--- config.mk ---
export PLATFORM = sky130hd
export DESIGN_NAME = line_substring_filter
export DESIGN_NICKNAME = d
export VERILOG_FILES = /design/src/sv/lsf_pkg.sv /design/src/sv/line_substring_filter.sv
export SDC_FILE = /design/constraint.sdc
export NUM_CORES = 1
export LEC_CHECK = 0
export BUFFER_PORTS_ARGS = -buffer_cell sky130_fd_sc_hd__buf_4
export CAP_MARGIN = 20
export CORE_UTILIZATION = 50
export DETAILED_ROUTE_END_ITERATION = 10
export PLACE_DENSITY = 0.69
export SYNTH_ARGS = -nofsm -noshare
export SYNTH_HDL_FRONTEND = slang
export SYNTH_SLANG_ARGS = --single-unit
export TNS_END_PERCENT = 50
--- constraint.sdc ---
create_clock -name clock -period 6.4 [get_ports clock]
set_clock_uncertainty 0.15 [all_clocks]
set_input_delay 0.64 -clock clock [delete_from_list [all_inputs] [get_ports clock]]
set_output_delay 0.64 -clock clock [all_outputs]
set_load 0.02 [all_outputs]
--- src/sv/lsf_pkg.sv ---
// ----------------------------------------------------------------------------
// lsf_pkg - shared definitions for the line substring filter
// Sizes, register indexes and the line terminator code.
// ----------------------------------------------------------------------------
package lsf_pkg;

   localparam int MAX_PATTERN = 8;
   localparam int LINE_LIMIT  = 256;
   localparam int COUNT_BITS  = 32;

   // line length saturates at LINE_LIMIT-1, so this many bits hold it
   localparam int LEN_BITS    = $clog2(LINE_LIMIT);
   localparam int USED_BITS   = $clog2(MAX_PATTERN + 1);
   localparam int PLEN_BITS   = 4;
   localparam int PAT_BITS    = 64;
   localparam int CSR_IDX_BITS = 2;

   typedef logic [7:0]            byte_type;
   typedef logic [LEN_BITS-1:0]   length_type;
   typedef logic [COUNT_BITS-1:0] count_type;
   typedef logic [USED_BITS-1:0]  used_type;

   localparam byte_type   NEWLINE_BYTE = 8'd10;
   localparam length_type LEN_MAX      = LEN_BITS'(LINE_LIMIT - 1);
   localparam count_type  COUNT_MAX    = '1;

   localparam logic [CSR_IDX_BITS-1:0] CSR_PATTERN_BYTES  = 2'd0;
   localparam logic [CSR_IDX_BITS-1:0] CSR_PATTERN_LENGTH = 2'd1;
   localparam logic [CSR_IDX_BITS-1:0] CSR_INVERT_SELECT  = 2'd2;

endpackage

--- src/sv/line_substring_filter.sv ---
// ----------------------------------------------------------------------------
// line_substring_filter - fixed-string line matcher on a byte stream
// Shifts each text byte into a short window, compares it with the pattern
// and gives one result per newline with line and match counts.
// ----------------------------------------------------------------------------
// A newline's result is registered at the clock edge that accepts the newline.
// Throughput: one byte per cycle; the window compare and counter updates
// are combinational between the state registers and the result register.
// A newline is held off only while the previous result is stalled.
// Reset (synchronous): clears control registers, result valid, window, flag, length and counts.
module line_substring_filter
   import lsf_pkg::*;
(
   input  logic                    clock,
   input  logic                    reset,
   input  logic                    req_valid,
   output logic                    req_stall,
   input  logic [7:0]              req_text_byte,
   output logic                    rsp_valid,
   input  logic                    rsp_stall,
   output logic                    rsp_line_kept,
   output logic                    rsp_line_selected,
   output logic [31:0]             rsp_line_number,
   output logic [31:0]             rsp_match_total,
   input  logic                    csr_valid,
   output logic                    csr_ready,
   input  logic [CSR_IDX_BITS-1:0] csr_index,
   input  logic [PAT_BITS-1:0]     csr_data
);

   logic [PAT_BITS-1:0]  pattern_ff;
   logic [PLEN_BITS-1:0] plen_ff;
   logic                 invert_ff;

   byte_type   window_ff [MAX_PATTERN];
   byte_type   window_in [MAX_PATTERN];
   logic       found_ff,  found_in;
   length_type length_ff, length_in;
   count_type  kept_ff,   kept_in;
   count_type  sel_ff,    sel_in;

   logic       rsp_valid_ff, rsp_valid_in;
   logic       rsp_kept_ff, rsp_kept_in;
   logic       rsp_sel_ff, rsp_sel_in;
   count_type  rsp_num_ff, rsp_num_in;
   count_type  rsp_tot_ff, rsp_tot_in;

   logic       accept, is_newline, out_busy;
   used_type   used_len;
   logic [MAX_PATTERN:0] hit_by_len;
   logic       line_kept, line_hit, line_sel;

   assign csr_ready  = 1'b1;
   assign is_newline = (req_text_byte == NEWLINE_BYTE);
   assign out_busy   = rsp_valid_ff && rsp_stall;
   // only a newline needs the result slot
   assign req_stall  = out_busy && is_newline;
   assign accept     = req_valid && !req_stall;

   assign used_len = (32'(plen_ff) > MAX_PATTERN) ? USED_BITS'(MAX_PATTERN)
                                                  : USED_BITS'(plen_ff);

   always_comb begin
      for (int i = MAX_PATTERN - 1; i > 0; i--) begin
         window_in[i] = window_ff[i-1];
      end
      window_in[0] = req_text_byte;
      length_in = (length_ff < LEN_MAX) ? length_ff + 1'b1 : length_ff;
   end

   // hit_by_len[n]: the newest n window bytes equal the first n pattern bytes
   always_comb begin
      hit_by_len = '1;
      for (int n = 1; n <= MAX_PATTERN; n++) begin
         for (int i = 0; i < n; i++) begin
            if (window_in[n-1-i] != pattern_ff[8*i +: 8]) begin
               hit_by_len[n] = 1'b0;
            end
         end
      end
   end

   always_comb begin
      found_in = found_ff || ((used_len != '0) &&
                  (32'(length_in) >= 32'(used_len)) && hit_by_len[used_len]);
      line_kept = (length_ff < LEN_MAX);
      line_hit  = (used_len == '0) || found_ff;
      line_sel  = line_kept && (invert_ff ? !line_hit : line_hit);
      kept_in   = kept_ff;
      sel_in    = sel_ff;
      if (line_kept && kept_ff != COUNT_MAX) begin
         kept_in = kept_ff + 1'b1;
      end
      if (line_sel && sel_ff != COUNT_MAX) begin
         sel_in = sel_ff + 1'b1;
      end
   end

   always_comb begin
      rsp_valid_in = rsp_valid_ff && rsp_stall;
      rsp_kept_in  = rsp_kept_ff;
      rsp_sel_in   = rsp_sel_ff;
      rsp_num_in   = rsp_num_ff;
      rsp_tot_in   = rsp_tot_ff;
      if (accept && is_newline) begin
         rsp_valid_in = 1'b1;
         rsp_kept_in  = line_kept;
         rsp_sel_in   = line_sel;
         rsp_num_in   = kept_in;
         rsp_tot_in   = sel_in;
      end
   end

   always_ff @(posedge clock) begin
      if (reset) begin
         pattern_ff   <= '0;
         plen_ff      <= '0;
         invert_ff    <= 1'b0;
         found_ff     <= 1'b0;
         length_ff    <= '0;
         kept_ff      <= '0;
         sel_ff       <= '0;
         rsp_valid_ff <= 1'b0;
         for (int i = 0; i < MAX_PATTERN; i++) begin
            window_ff[i] <= '0;
         end
      end else begin
         if (csr_valid && csr_ready) begin
            unique case (csr_index)
               CSR_PATTERN_BYTES:  pattern_ff <= csr_data;
               CSR_PATTERN_LENGTH: plen_ff    <= csr_data[PLEN_BITS-1:0];
               CSR_INVERT_SELECT:  invert_ff  <= csr_data[0];
               default: ;
            endcase
         end
         if (accept) begin
            if (is_newline) begin
               found_ff  <= 1'b0;
               length_ff <= '0;
               kept_ff   <= kept_in;
               sel_ff    <= sel_in;
               for (int i = 0; i < MAX_PATTERN; i++) begin
                  window_ff[i] <= '0;
               end
            end else begin
               found_ff  <= found_in;
               length_ff <= length_in;
               window_ff <= window_in;
            end
         end
         rsp_valid_ff <= rsp_valid_in;
      end
   end

   always_ff @(posedge clock) begin
      rsp_kept_ff <= rsp_kept_in;
      rsp_sel_ff  <= rsp_sel_in;
      rsp_num_ff  <= rsp_num_in;
      rsp_tot_ff  <= rsp_tot_in;
   end

   assign rsp_valid         = rsp_valid_ff;
   assign rsp_line_kept     = rsp_kept_ff;
   assign rsp_line_selected = rsp_sel_ff;
   assign rsp_line_number   = 32'(rsp_num_ff);
   assign rsp_match_total   = 32'(rsp_tot_ff);

endmodule

==> results, run 1 <==
- The run finished with clean final reports.
- For the worst flop-to-flop path, the logic depth is 8.
- The category of the critical setup timing path is flop to flop.
- In the final timing run, aggregate negative setup slack is 0 ps.
- The sequential-to-total area share from yosys stat is 41.37%.
- The hold violation total from the final report came to 0.
- The final layout contains routed wiring with a total length of 42.41 mm.
- The count of TritonRoute iterations in the first routing pass is 5.
- dfxtp_1 takes more of the synthesized area than any other cell.
- Counting the buffers created by CTS gives 27.
- The clock tree from TritonCTS is done.
- After detailed routing, the average wire length per cell comes to 20.18 microns.
- The clock latency at the later pin of the worst-skew pair is 560 ps.
- The standard cell with the maximum stage delay on the critical path is or4_4.
- The post-cts sizing count is 0.
- For hold timing, the worst endpoint is pattern_ff[43].
- Of the available clock period, the critical path in the final layout requires 52.46%.
- In this run the critical register-to-register path is captured at sel_ff[29].
- The number of standard cells in the layout, taps in and fillers out is 2,102.
- Derived from the worst setup path, the maximum achievable clock frequency is 0.2978 GHz.
- For the worst setup path, the data required time is 6730 ps.
- The critical path endpoint category is a flop.
- The global placement routability congestion is 1.014.
- Of the post-synthesis cell area, the dominant cell type holds 27.62%.
- The post-synthesis average cell area is 8.589 sq um.
- Along the worst path, the maximum fanout reaches 13.
- The worst register-to-register path has a setup slack of 3040 ps.
- The post-placement setup slack is 2479 ps.
- The row count is 61.
- The initial antenna violation count was 0.
- The post-synth net total is 1,765.
- From synthesis to final layout, the design area changed by 13.18%.
- The standard cell area after detailed placement is 0.01545 sq mm.
- Global routing used 28.85% of the available tracks across all layers.
- The post-CTS setup buffer count is 0.
- The origin of the critical flop-to-flop path is length_ff[0].
- The H-tree depth reported by CTS is 1.
- The delay of the slowest cell on the worst path is 670 ps.
- Summed over all layers, the global routing overflow is 0.
- The overall die height is 171.8 microns.
- The power density relative to cell area is 221.0 mW/mm^2.
- The post-synthesis cell type count is 59.
- After clock tree synthesis, the clock-pin slew on the worst setup and hold paths is 60 ps.
- The first global-routing pass estimated 64.38 mm of wire.
- In the final layout, flip-flops and latches occupy 0.005966 sq mm.
- The post-route total power is 3.607 mW.
- The area of the die is 0.02953 sq mm.
- Yosys attributes the largest share of cell area to dfxtp_1, xor2_1, edfxtp_1, xnor2_1, nand2_1.
- In the final layout, the multi-input gates occupy 0.007711 sq mm.
- The max-capacitance violation count is 0.
- The fraction of layout cells with a size suffix above 1 is 12.06%.
- The number of antenna diodes in the final layout is 0.
- Setup repair after global routing left no endpoint under its margin.
- The total number of clock tree sinks is 265.
- The area of the placeable core is 0.02809 sq mm.
- The max-slew violation count is 0.
- The final-report setup violation count is 0.
- Detailed placement finished with a half-perimeter wire length of 29.83 mm.
- Subtracting the final worst setup slack from the clock period gives 3358 ps.
- In this run, synthesis produced a sequential element count of 265.
- Counting tap cells, the placed design contains a total of 2,052 instances.
- The worst hold path class is input port to flop.
- The slew at the pin with the worst max-slew slack is 1005 ps.
- The most used flip-flop cell after synthesis is dfxtp_1.
- The worst path setup slack after routing is 3042 ps.
- The number of port buffers is 146.
- In this run the most critical hold path is launched from csr_data[43].
- Counting instances, the worst hold path has a depth of 3.
- The filler cells instantiated in the layout total 2,628.
- After detailed routing, the number of remaining DRC violations is 0.
- After the first detailed-routing iteration, the DRC count stood at 993.
- The cell area that synthesis handed to floorplanning was 0.01442 sq mm.
- The final layout contains 1,790 nets.
- In this run, synthesis inferred 66 flip-flops with an integrated enable.
- Across the VDD grid, the largest voltage drop is 182.8 uV.
- The count of nets left with antenna violations once routing finished came out at 0.
- The critical path goes through ha_1, and2_1, nand4_1, nand3_1, or4_4, or2_1, or3_1, a21oi_1.
- Entering global routing, the biggest net connects 126 pins.
- No sink is reached through more buffers than the 3 on the longest clock path.
- The starting density of the core is 51.35%.
- The via count of the first global-routing pass is 11,050.
- The average vias per placed instance is 5.696.
- The I/O pin count is 148.
- During synthesis, Yosys emitted a total of 0 warnings.
- Hold repair after CTS inserted 0 buffers.
- The total via count in the routed design is 11,970.
- Summing all non-filler instances in the final layout gives an area of 0.01632 sq mm.
- Measured against its own limit, the worst slew margin works out to 32.03%.
- The tree is rooted in a clkbuf_16.
- The element type at the critical path start is a flop.
- For this run, asynchronously set or reset flops after synthesis account for 0%.
- The horizontal die dimension is 171.8 microns.
- The data arrival time at the worst-slack endpoint is 3690 ps.
- For this design the static power due to leakage is 6.721 nW.
- After technology mapping, the gate count stands at 1,679.
cells by family (layout without fill, tap and decap cells):
| logic type | Yosys count | in the layout | share of synthesized area, % |
|---|---|---|---|
| simple gates | 626 | 626 | 20.50 |
| buf+inv | 196 | 241 | 5.284 |
| other cells | 1 | 1 | 0.02600 |
| mux | 5 | 5 | 0.3471 |
| flops | 265 | 265 | 41.37 |
| fa+ha+maj | 7 | 7 | 0.6073 |
| xor+xnor | 387 | 387 | 23.50 |
| compound gates | 192 | 192 | 8.364 |
final cells by class:
cell class | count | share of cell area, %
Tap cell | 378 | 2.898
Inverter | 37 | 0.8586
Multi-Input combinational cell | 1218 | 47.24
Clock buffer | 37 | 4.737
Sequential cell | 265 | 36.55
Timing Repair Buffer | 155 | 7.229
Clock inverter | 12 | 0.4829
synth_stat cells, types with 14 or more instances:
cell,instances
xor2_1,228
nand2_1,206
dfxtp_1,199
nor2_1,166
xnor2_1,159
clkbuf_1,119
a21oi_1,87
nor4_1,69
edfxtp_1,66
nand4_1,55
a22oi_1,54
nand3_1,39
inv_1,36
buf_1,31
nor3_1,29
o21ai_0,14
layout by cell type (no fill, tap or decap), drive strengths merged, types with 54 or more instances in the layout:
master,instances
a21oi,87
a22oi,54
buf,155
dfxtp,199
edfxtp,66
nand2,207
nand4,55
nor2,167
nor4,71
xnor2,159
xor2,228
registers in the layout (all words and copies together), names as in the netlist:
signal / cells
window_ff: 56
rsp_valid: 1
rsp_line_selected: 1
rsp_match_total: 32
rsp_line_kept: 1
sel_ff: 32
plen_ff: 4
invert_ff: 1
length_ff: 8
rsp_line_number: 32
pattern_ff: 64
kept_ff: 32
found_ff: 1
critical path: cells and delay by family, from the launching register on:
family,cells,cell delay (ps)
flops,1,350
simple gates,6,2370
compound gates,1,160
fa+ha+maj,1,240
power by group:
part / internal (mW) / switching (mW) / total, mW
Combinational: 0.132 / 0.169 / 0.300
Sequential: 1.73 / 0.0747 / 1.80
Clock: 0.846 / 0.657 / 1.50
stage by stage:
step,util [%],hold WS (ps)
after floorplan,-,286.3
after global placement,55.01,298.6
after detailed placement,55.01,298.1
after CTS,58.04,160.7
after global routing,58.11,179.4
final,58.11,176.1
worst max-delay path by stage:
| stage | startpoint | endpoint | slack, ps | depth (start not counted) |
|---|---|---|---|---|
| after global routing | req_text_byte[0] | kept_ff[14] | 2690 | 8 |
| after CTS | length_ff[0] | sel_ff[29] | 3050 | 8 |
| after detailed placement | req_text_byte[0] | kept_ff[14] | 2480 | 8 |
| after global placement | req_text_byte[0] | kept_ff[14] | 2600 | 8 |
| final | length_ff[0] | sel_ff[29] | 3040 | 8 |
| after floorplan | req_text_byte[6] | kept_ff[27] | 1740 | 8 |
layer usage:
metal  track usage (%)  vias to the layer above  routed length, microns
li1                  -                     5717                       -
met1             36.81                     5678                   18180
met2             47.39                      438                   19200
met3             4.533                      139                    2797
met4             14.20                        0                    2234
met5                 0                        -                       0
(Power assumes the default switching activity.)
==> inputs of run 2 (changes only) <==
PLACE_DENSITY = 0.72   (was 0.69)
clock period = 2.8 ns   (was 6.4 ns; I/O delays follow)
==> run 2 against run 1 <==
  * Design area is 9.7% higher
  * Sequential cell count stayed put
  * Utilization is 5.7 points higher
  * Critical endpoint is now found_ff
==> results, run 2 (synthesis gave the netlist of run 1 again) <==
- The flow ran to the end, and the final reports show no timing, DRC or antenna violations.
- For this configuration, the core starts out at a cell density of 51.35%.
- The first global-routing pass estimated 68.70 mm of wire.
- The fraction of layout cells with a size suffix above 1 is 15.86%.
- The power density relative to cell area is 489.4 mW/mm^2.
- The cell at the root of the clock tree is clkbuf_16.
- The H-tree depth reported by CTS is 1.
- In this run the standard cell core region covers 0.02809 sq mm.
- The slew at the pin with the worst max-slew slack is 732.6 ps.
- The CTS buffer count is 28.
- Across all setup checks in the final design, the least slack found is 73.29 ps.
- The number of standard cells in the layout, taps in and fillers out is 2,270.
- The total via count in the routed design is 12,760.
- The row count is 61.
- The worst hold path was traced through 2 stages.
- The category of the critical setup timing path is flop to flop.
- The most common library cell in the layout ignoring fill and taps is buf_4.
- The final-report setup violation count is 0.
- 0 antenna diodes ended up in the layout.
- The worst hold path terminates at sel_ff[7].
- The startpoint identified for the worst hold timing path is reset.
- The number of placed instances, taps included is 2,142.
- The count of unresolved DRC violations after routing is 0.
- The I/O pin count is 148.
- The overall routing resource usage is 30.49%.
- Once placement finished, the instance area stood at 0.01620 sq mm.
- For the worst setup path, the data arrival time is 3050 ps.
- The leakage power figure is 7.563 nW.
- The initial antenna violation count was 0.
- In the final layout, the registers with the most flip-flops are pattern_ff: 64 flops, window_ff: 56 flops.
- For this run the aggregate overflow at the end of global routing stands at 0.
- The worst register-to-register path ends at found_ff.
- In the layout the commonest cells are buf_4, xor2_1, nand2_1, dfxtp_1, nor2_1.
- The via count of the first global-routing pass is 12,150.
- On the worst path, the slowest cell contributes a delay of 710 ps.
- The register with the most flip-flops in the final layout is pattern_ff.
- STA classifies the critical path startpoint as a flop.
- The origin of the critical flop-to-flop path is window_ff[58].
- The die covers 0.02953 sq mm.
- The remaining number of nets flagged by the antenna check after routing is 0.
- The horizontal die dimension is 171.8 microns.
- The final clock period utilization by the worst path is 97.38%.
- The number of nets in the layout is 1,956.
- The max-slew violation count is 0.
- The number of buffers on the longest clock path is 3.
- The per-cell routed wire length is 19.63 microns.
- The standard cell with the maximum stage delay on the critical path is dfxtp_1.
- After clock tree synthesis, the clock-pin slew on the worst setup and hold paths is 60 ps.
- The count of buffers added on input and output ports is 146.
- Adding up every negative setup slack in the final design gives 0 ps.
- Routability-driven placement finished with a final weighted congestion of 1.063.
- The maximum number of pins on one net before global-route repair is 76.
- STA classifies the critical path endpoint as a flop.
- Summing all non-filler instances in the final layout gives an area of 0.01791 sq mm.
- The register with the most flip-flops in the layout has 64 of them.
- Before antenna repair, the detailed router went through 5 iterations.
- The min-delay analysis places its worst path in the category input port to flop.
- The overall die height is 171.8 microns.
- The post-DP HPWL is 31.43 mm.
- Counting the fill cells in the layout gives 2,397.
- The clock tree from TritonCTS is done.
- The worst-case IR drop observed on VDD is 450.1 uV.
- Setup slack on the worst reg-to-reg path comes out at 70 ps.
- Along the worst path, the maximum fanout reaches 7.
- The hold violation total from the final report is 0.
- The worst path in the final design needs a cycle of 2727 ps, including I/O delays and setup.
- Measured in cells, the most critical reg-to-reg path has a length of 8.
- Clock tree synthesis found a total of 265 sinks.
- Timing would allow up to 0.3667 GHz.
- The detailed-route wire length is 44.55 mm.
- The worst slew margin relative to its limit is 51.09%.
- Compared with the post-synthesis result, the final layout area differs by 24.21%.
- The average vias per placed instance is 5.620.
- The max-capacitance violation count is 0.
- Prior to clock tree synthesis, the placed netlist has a worst setup slack of 63.82 ps.
- The DRC marker count from the first detailed-route iteration is 1,111.
- For the worst setup path, the data required time is 3120 ps.
- Clock latency on the worst-skew pair, taken at its later pin, is 560 ps.
- Traced cell by cell, the critical path runs through xor2_1, nor4_1, nand4_1, buf_4, nor4_1, buf_4, a21oi_1, a31oi_1.
==> run 2: report_power, final <==
part | total (mW) | internal [mW] | switching (mW)
registers | 4.06 | 3.95 | 0.108
clock network | 3.79 | 2.27 | 1.52
logic | 0.911 | 0.429 | 0.483
==> run 2: worst max-delay path by stage <==
stage,from,end,slack [ps],cells past startpoint
finish,window_ff[58],found_ff,70,8
global route,length_ff[1],found_ff,-20,13
CTS,length_ff[0],found_ff,40,13
detailed placement,length_ff[0],found_ff,60,13
global placement,length_ff[0],found_ff,160,13
floorplan,req_text_byte[6],kept_ff[25],90,8
==> run 2: through the flow <==
| stage | utilization, % | power, mW | hold slack [ps] |
|---|---|---|---|
| 4_1_cts | 63.69 | 8.778 | 17.44 |
| 5_1_grt | 63.77 | 9.037 | 44.55 |
| 3_3_place_gp | 57.68 | 4.942 | 297.1 |
| 6_report | 63.77 | 8.766 | 8.855 |
| 3_5_place_dp | 57.68 | 4.946 | 301.3 |
| 2_1_floorplan | - | 4.595 | 266.0 |
==> run 2: repair_timing <==
item                                    4_1_cts  5_1_grt
hold endpoints to repair                     77        0
gates resized for setup                       0        4
hold buffers                                 75        0
buffers inserted                              0        1
endpoints found under the setup margin        0        2
==> run 2: layout make-up <==
type | instances | area [sq um] | area share [%]
Multi-Input combinational cell | 1218 | 7721 | 43.11
Sequential cell | 265 | 5967 | 33.31
Timing Repair Buffer | 320 | 2673 | 14.92
Clock buffer | 42 | 814.5 | 4.547
Tap cell | 378 | 473.0 | 2.640
Inverter | 37 | 140.1 | 0.7823
Clock inverter | 10 | 123.9 | 0.6915
==> run 2: critical path: cells and delay by family, from the launching register on <==
kind                   cells  cell delay (ps)
AND/OR/NAND/NOR            3             1020
flip-flops                 1              710
buffers and inverters      2              350
AO/OA/AOI/OAI              2              270
XOR/XNOR                   1              140
==> run 2: metal layers <==
layer | routed length (microns) | track usage, % | share of wire, %
met1 | 18130 | 38.72 | 41
met2 | 20270 | 49.78 | 45
met4 | 2767 | 16.81 | 6.2
met5 | 0 | 0 | 0
met3 | 3383 | 4.395 | 7.6
==> inputs of run 3 (changes only) <==
CELL_PAD_IN_SITES_DETAIL_PLACEMENT = 1   (was not set)
CELL_PAD_IN_SITES_GLOBAL_PLACEMENT = 1   (was not set)
CORE_UTILIZATION = 41   (was 50)
PLACE_DENSITY = not set   (was 0.72)
PLACE_DENSITY_LB_ADDON = 0.1   (was not set)
==> run 3 against run 2 <==
  * Hold slack improved by 40 ps
  * Sequential share of layout area fell by 0.56 points
  * Power rose by 5.5%
  * Final cell count increased by 4.1%
  * Largest cell class unchanged
  * First-iteration DRC count decreased by 32%
  * Highest routed layer unchanged
==> results, run 3 (synthesis gave the netlist of run 1 again) <==
- The number of cells traversed by the worst register-to-register path is 8.
- The layout-stage area growth over the synthesis result is 26.30%.
- The detailed-route wire length is 50.83 mm.
- Broken down by cell family, the worst path's largest delay share belongs to simple AND/OR/NAND/NOR gates.
- The startpoint identified for the worst register-to-register timing path is window_ff[56].
- For flop-to-flop paths, the worst setup slack is 140 ps.
- Data on the critical path is required at its endpoint by 3170 ps.
- The die covers 0.03593 sq mm.
- The power density relative to cell area is 507.8 mW/mm^2.
- The final clock period utilization by the worst path is 95.02%.
- In this run the number of H-tree levels came out at 1.
- The area of the placeable core is 0.03454 sq mm.
- The total via count in the routed design is 12,900.
- Ranked by flip-flop count, first place goes to pattern_ff.
- For the worst-skew pair, the clock arrives at the later sink with an insertion delay of 590 ps.
- The global placement routability congestion is 1.051.
- The remaining number of nets flagged by the antenna check after routing is 0.
- The element type at the critical path start is a flop.
- Global routing used 28.33% of the available tracks.
- The starting density of the core is 41.75%.
- The initial antenna violation count is 1.
- In the final timing run, aggregate negative setup slack is 0 ps.
- The max-capacitance violation count is 0.
- The worst-case IR drop observed on VDD is 484.0 uV.
- Entering global routing, the biggest net connects 73 pins.
- In this run, the number of DRC markers left after iteration 0 of detailed routing was 753.
- The first global-routing pass estimated 78.20 mm of wire.
- Summing all multi-input logic gate instances after layout gives 0.007729 sq mm.
- Setup violations remaining at the end of the flow were counted as 0.
- Timing would allow up to 0.3758 GHz.
- The hold violation total from the final report is 0.
- Setup repair after global routing could not meet its margin everywhere.
- The critical path endpoint category is a flop.
- The average vias per placed instance is 5.456.
- The standard cell with the maximum stage delay on the critical path is dfxtp_1.
- The endpoint identified for the worst register-to-register timing path is found_ff.
- Leaving out fill and tap cells, the most frequent cells in the layout are buf_4, xor2_1, nand2_1, dfxtp_1, nor2_1.
- The number of port buffers is 146.
- In the routed design, unresolved DRC markers number 0.
- The path class of the tightest hold or removal check is input port to flop.
- Once layout is done, the placed cells without fillers occupy 0.01821 sq mm.
- The horizontal die dimension is 189.5 microns.
- For this run, the slowest stage of the critical path takes 710 ps.
- Counting along the longest clock path gives a buffer depth of 3.
- Leaving out fill and tap cells, the most frequent cell in the layout is buf_4.
- TritonCTS built the clock tree.
- The number of nets in the layout is 1,970.
- The path with the worst hold slack has its endpoint at window_ff[59].
- By startpoint and endpoint, the worst setup path is classified as flop to flop.
- The slew at the pin with the worst max-slew slack is 775.4 ps.
- Counting both buffers and inverters, the worst setup path holds a total of 1.
- The data arrival time at the worst-slack endpoint is 3030 ps.
- Overall power consumption after layout is estimated at 9.249 mW.
- The worst slew margin relative to its limit is 47.83%.
- The number of placed instances, taps included is 2,229.
- In the final layout, the share of cells above drive strength 1 is 16.77%.
- The CTS buffer count is 30.
- The hold path depth is 3.
- Walking the worst path, the cells encountered are buf_4, xor2_1, nor4_1, nand4_1, nor4_1, nand3_1, o2bb2ai_1, a31oi_1.
- In this run the vertical extent of the chip is 189.5 microns.
- The max-slew violation count is 0.
- The count of TritonRoute iterations in the first routing pass is 5.
- Clock-pin slew was measured on the worst setup and hold paths at 60 ps.
- In the final layout, the registers with the most flip-flops are pattern_ff: 64 flops, window_ff: 56 flops.
- The run finished with clean final reports.
- The register area is 0.005966 sq mm.
- The I/O pin count is 148.
- In this run the most critical hold path is launched from req_text_byte[3].
- The peak fanout along the critical path is 6.
- The number of fill cells in the layout is 4,043.
- The via count of the first global-routing pass was 13,420.
- The placed instances occupy a cell area of 0.01633 sq mm.
- The wire-length estimate of the detail-placed layout is 36.21 mm.
- The post-CTS setup buffer count is 0.
- The total overflow left after global routing is 0.
- The register with the most flip-flops in the layout has 64 of them.
- The per-cell routed wire length is 21.50 microns.
- The worst path in the final design needs a cycle of 2661 ps, including I/O delays and setup.
- The number of standard cells in the layout, taps in and fillers out is 2,364.
- In this run the clock root is driven by a clkbuf_16.
- The total number of clock tree sinks is 265.
- The most numerous cell type found on the critical path is nor4_1.
- The leakage power figure is 7.685 nW.
- The row count is 68.
==> run 3: cell types whose count changed in the layout (fill, tap and decap cells not counted), sizes merged, moves of 2 or more <==
cell / change
buf: +9
clkbuf: -3
clkinvlp: +2
clkinv: +2
dlygate4sd3: +3
bufinv: +2
==> run 3: area by class of cell <==
type,count,share of cell area (%)
Tap cell,455,3.126
Antenna cell,1,0.01374
Inverter,37,0.7694
Multi-Input combinational cell,1218,42.43
Sequential cell,265,32.75
Timing Repair Buffer,332,14.98
Clock inverter,17,1.340
Clock buffer,39,4.582
==> run 3: worst max-delay path by stage <==
stage / start / end / depth (start not counted)
floorplan: req_text_byte[6] / kept_ff[25] / 8
global placement: length_ff[1] / sel_ff[23] / 8
detailed placement: length_ff[1] / sel_ff[25] / 8
CTS: length_ff[1] / sel_ff[25] / 8
global route: length_ff[1] / found_ff / 12
finish: window_ff[56] / found_ff / 8
==> run 3: stage by stage <==
step                util, %  hold slack, ps  setup WS, ps
global placement      47.29           298.9         220.7
detailed placement    47.29           302.3         121.8
CTS                   52.67           2.864         109.9
floorplan                 -           266.0         93.16
finish                52.73           49.35         139.4
global route          52.73           46.24        -43.33
==> run 3: power breakdown <==
part	switching (mW)	internal, mW
logic	0.520	0.431
registers	0.106	3.95
clock network	1.67	2.57
==> run 3: repair_timing <==
item / in CTS / in global routing
endpoints found under the hold margin: 104 / 0
gates resized for setup: 0 / 4
hold buffers: 78 / 0
endpoints found under the setup margin: 0 / 4
==> run 3: tightest hold or removal path, delay by kind of cell <==
| kind | cells | cell delay [ps] |
|---|---|---|
| simple gates | 1 | 100 |
| buf+inv | 1 | 250 |
| compound gates | 1 | 110 |
==> run 3: per-layer routing <==
metal | GRT usage [%] | part of all wire [%] | up-vias
li1 | - | - | 6057
met1 | 33.65 | 41 | 6343
met2 | 49.92 | 48 | 365
met3 | 4.151 | 5.1 | 133
met4 | 13.65 | 5.1 | 0
met5 | 0 | 0 | -
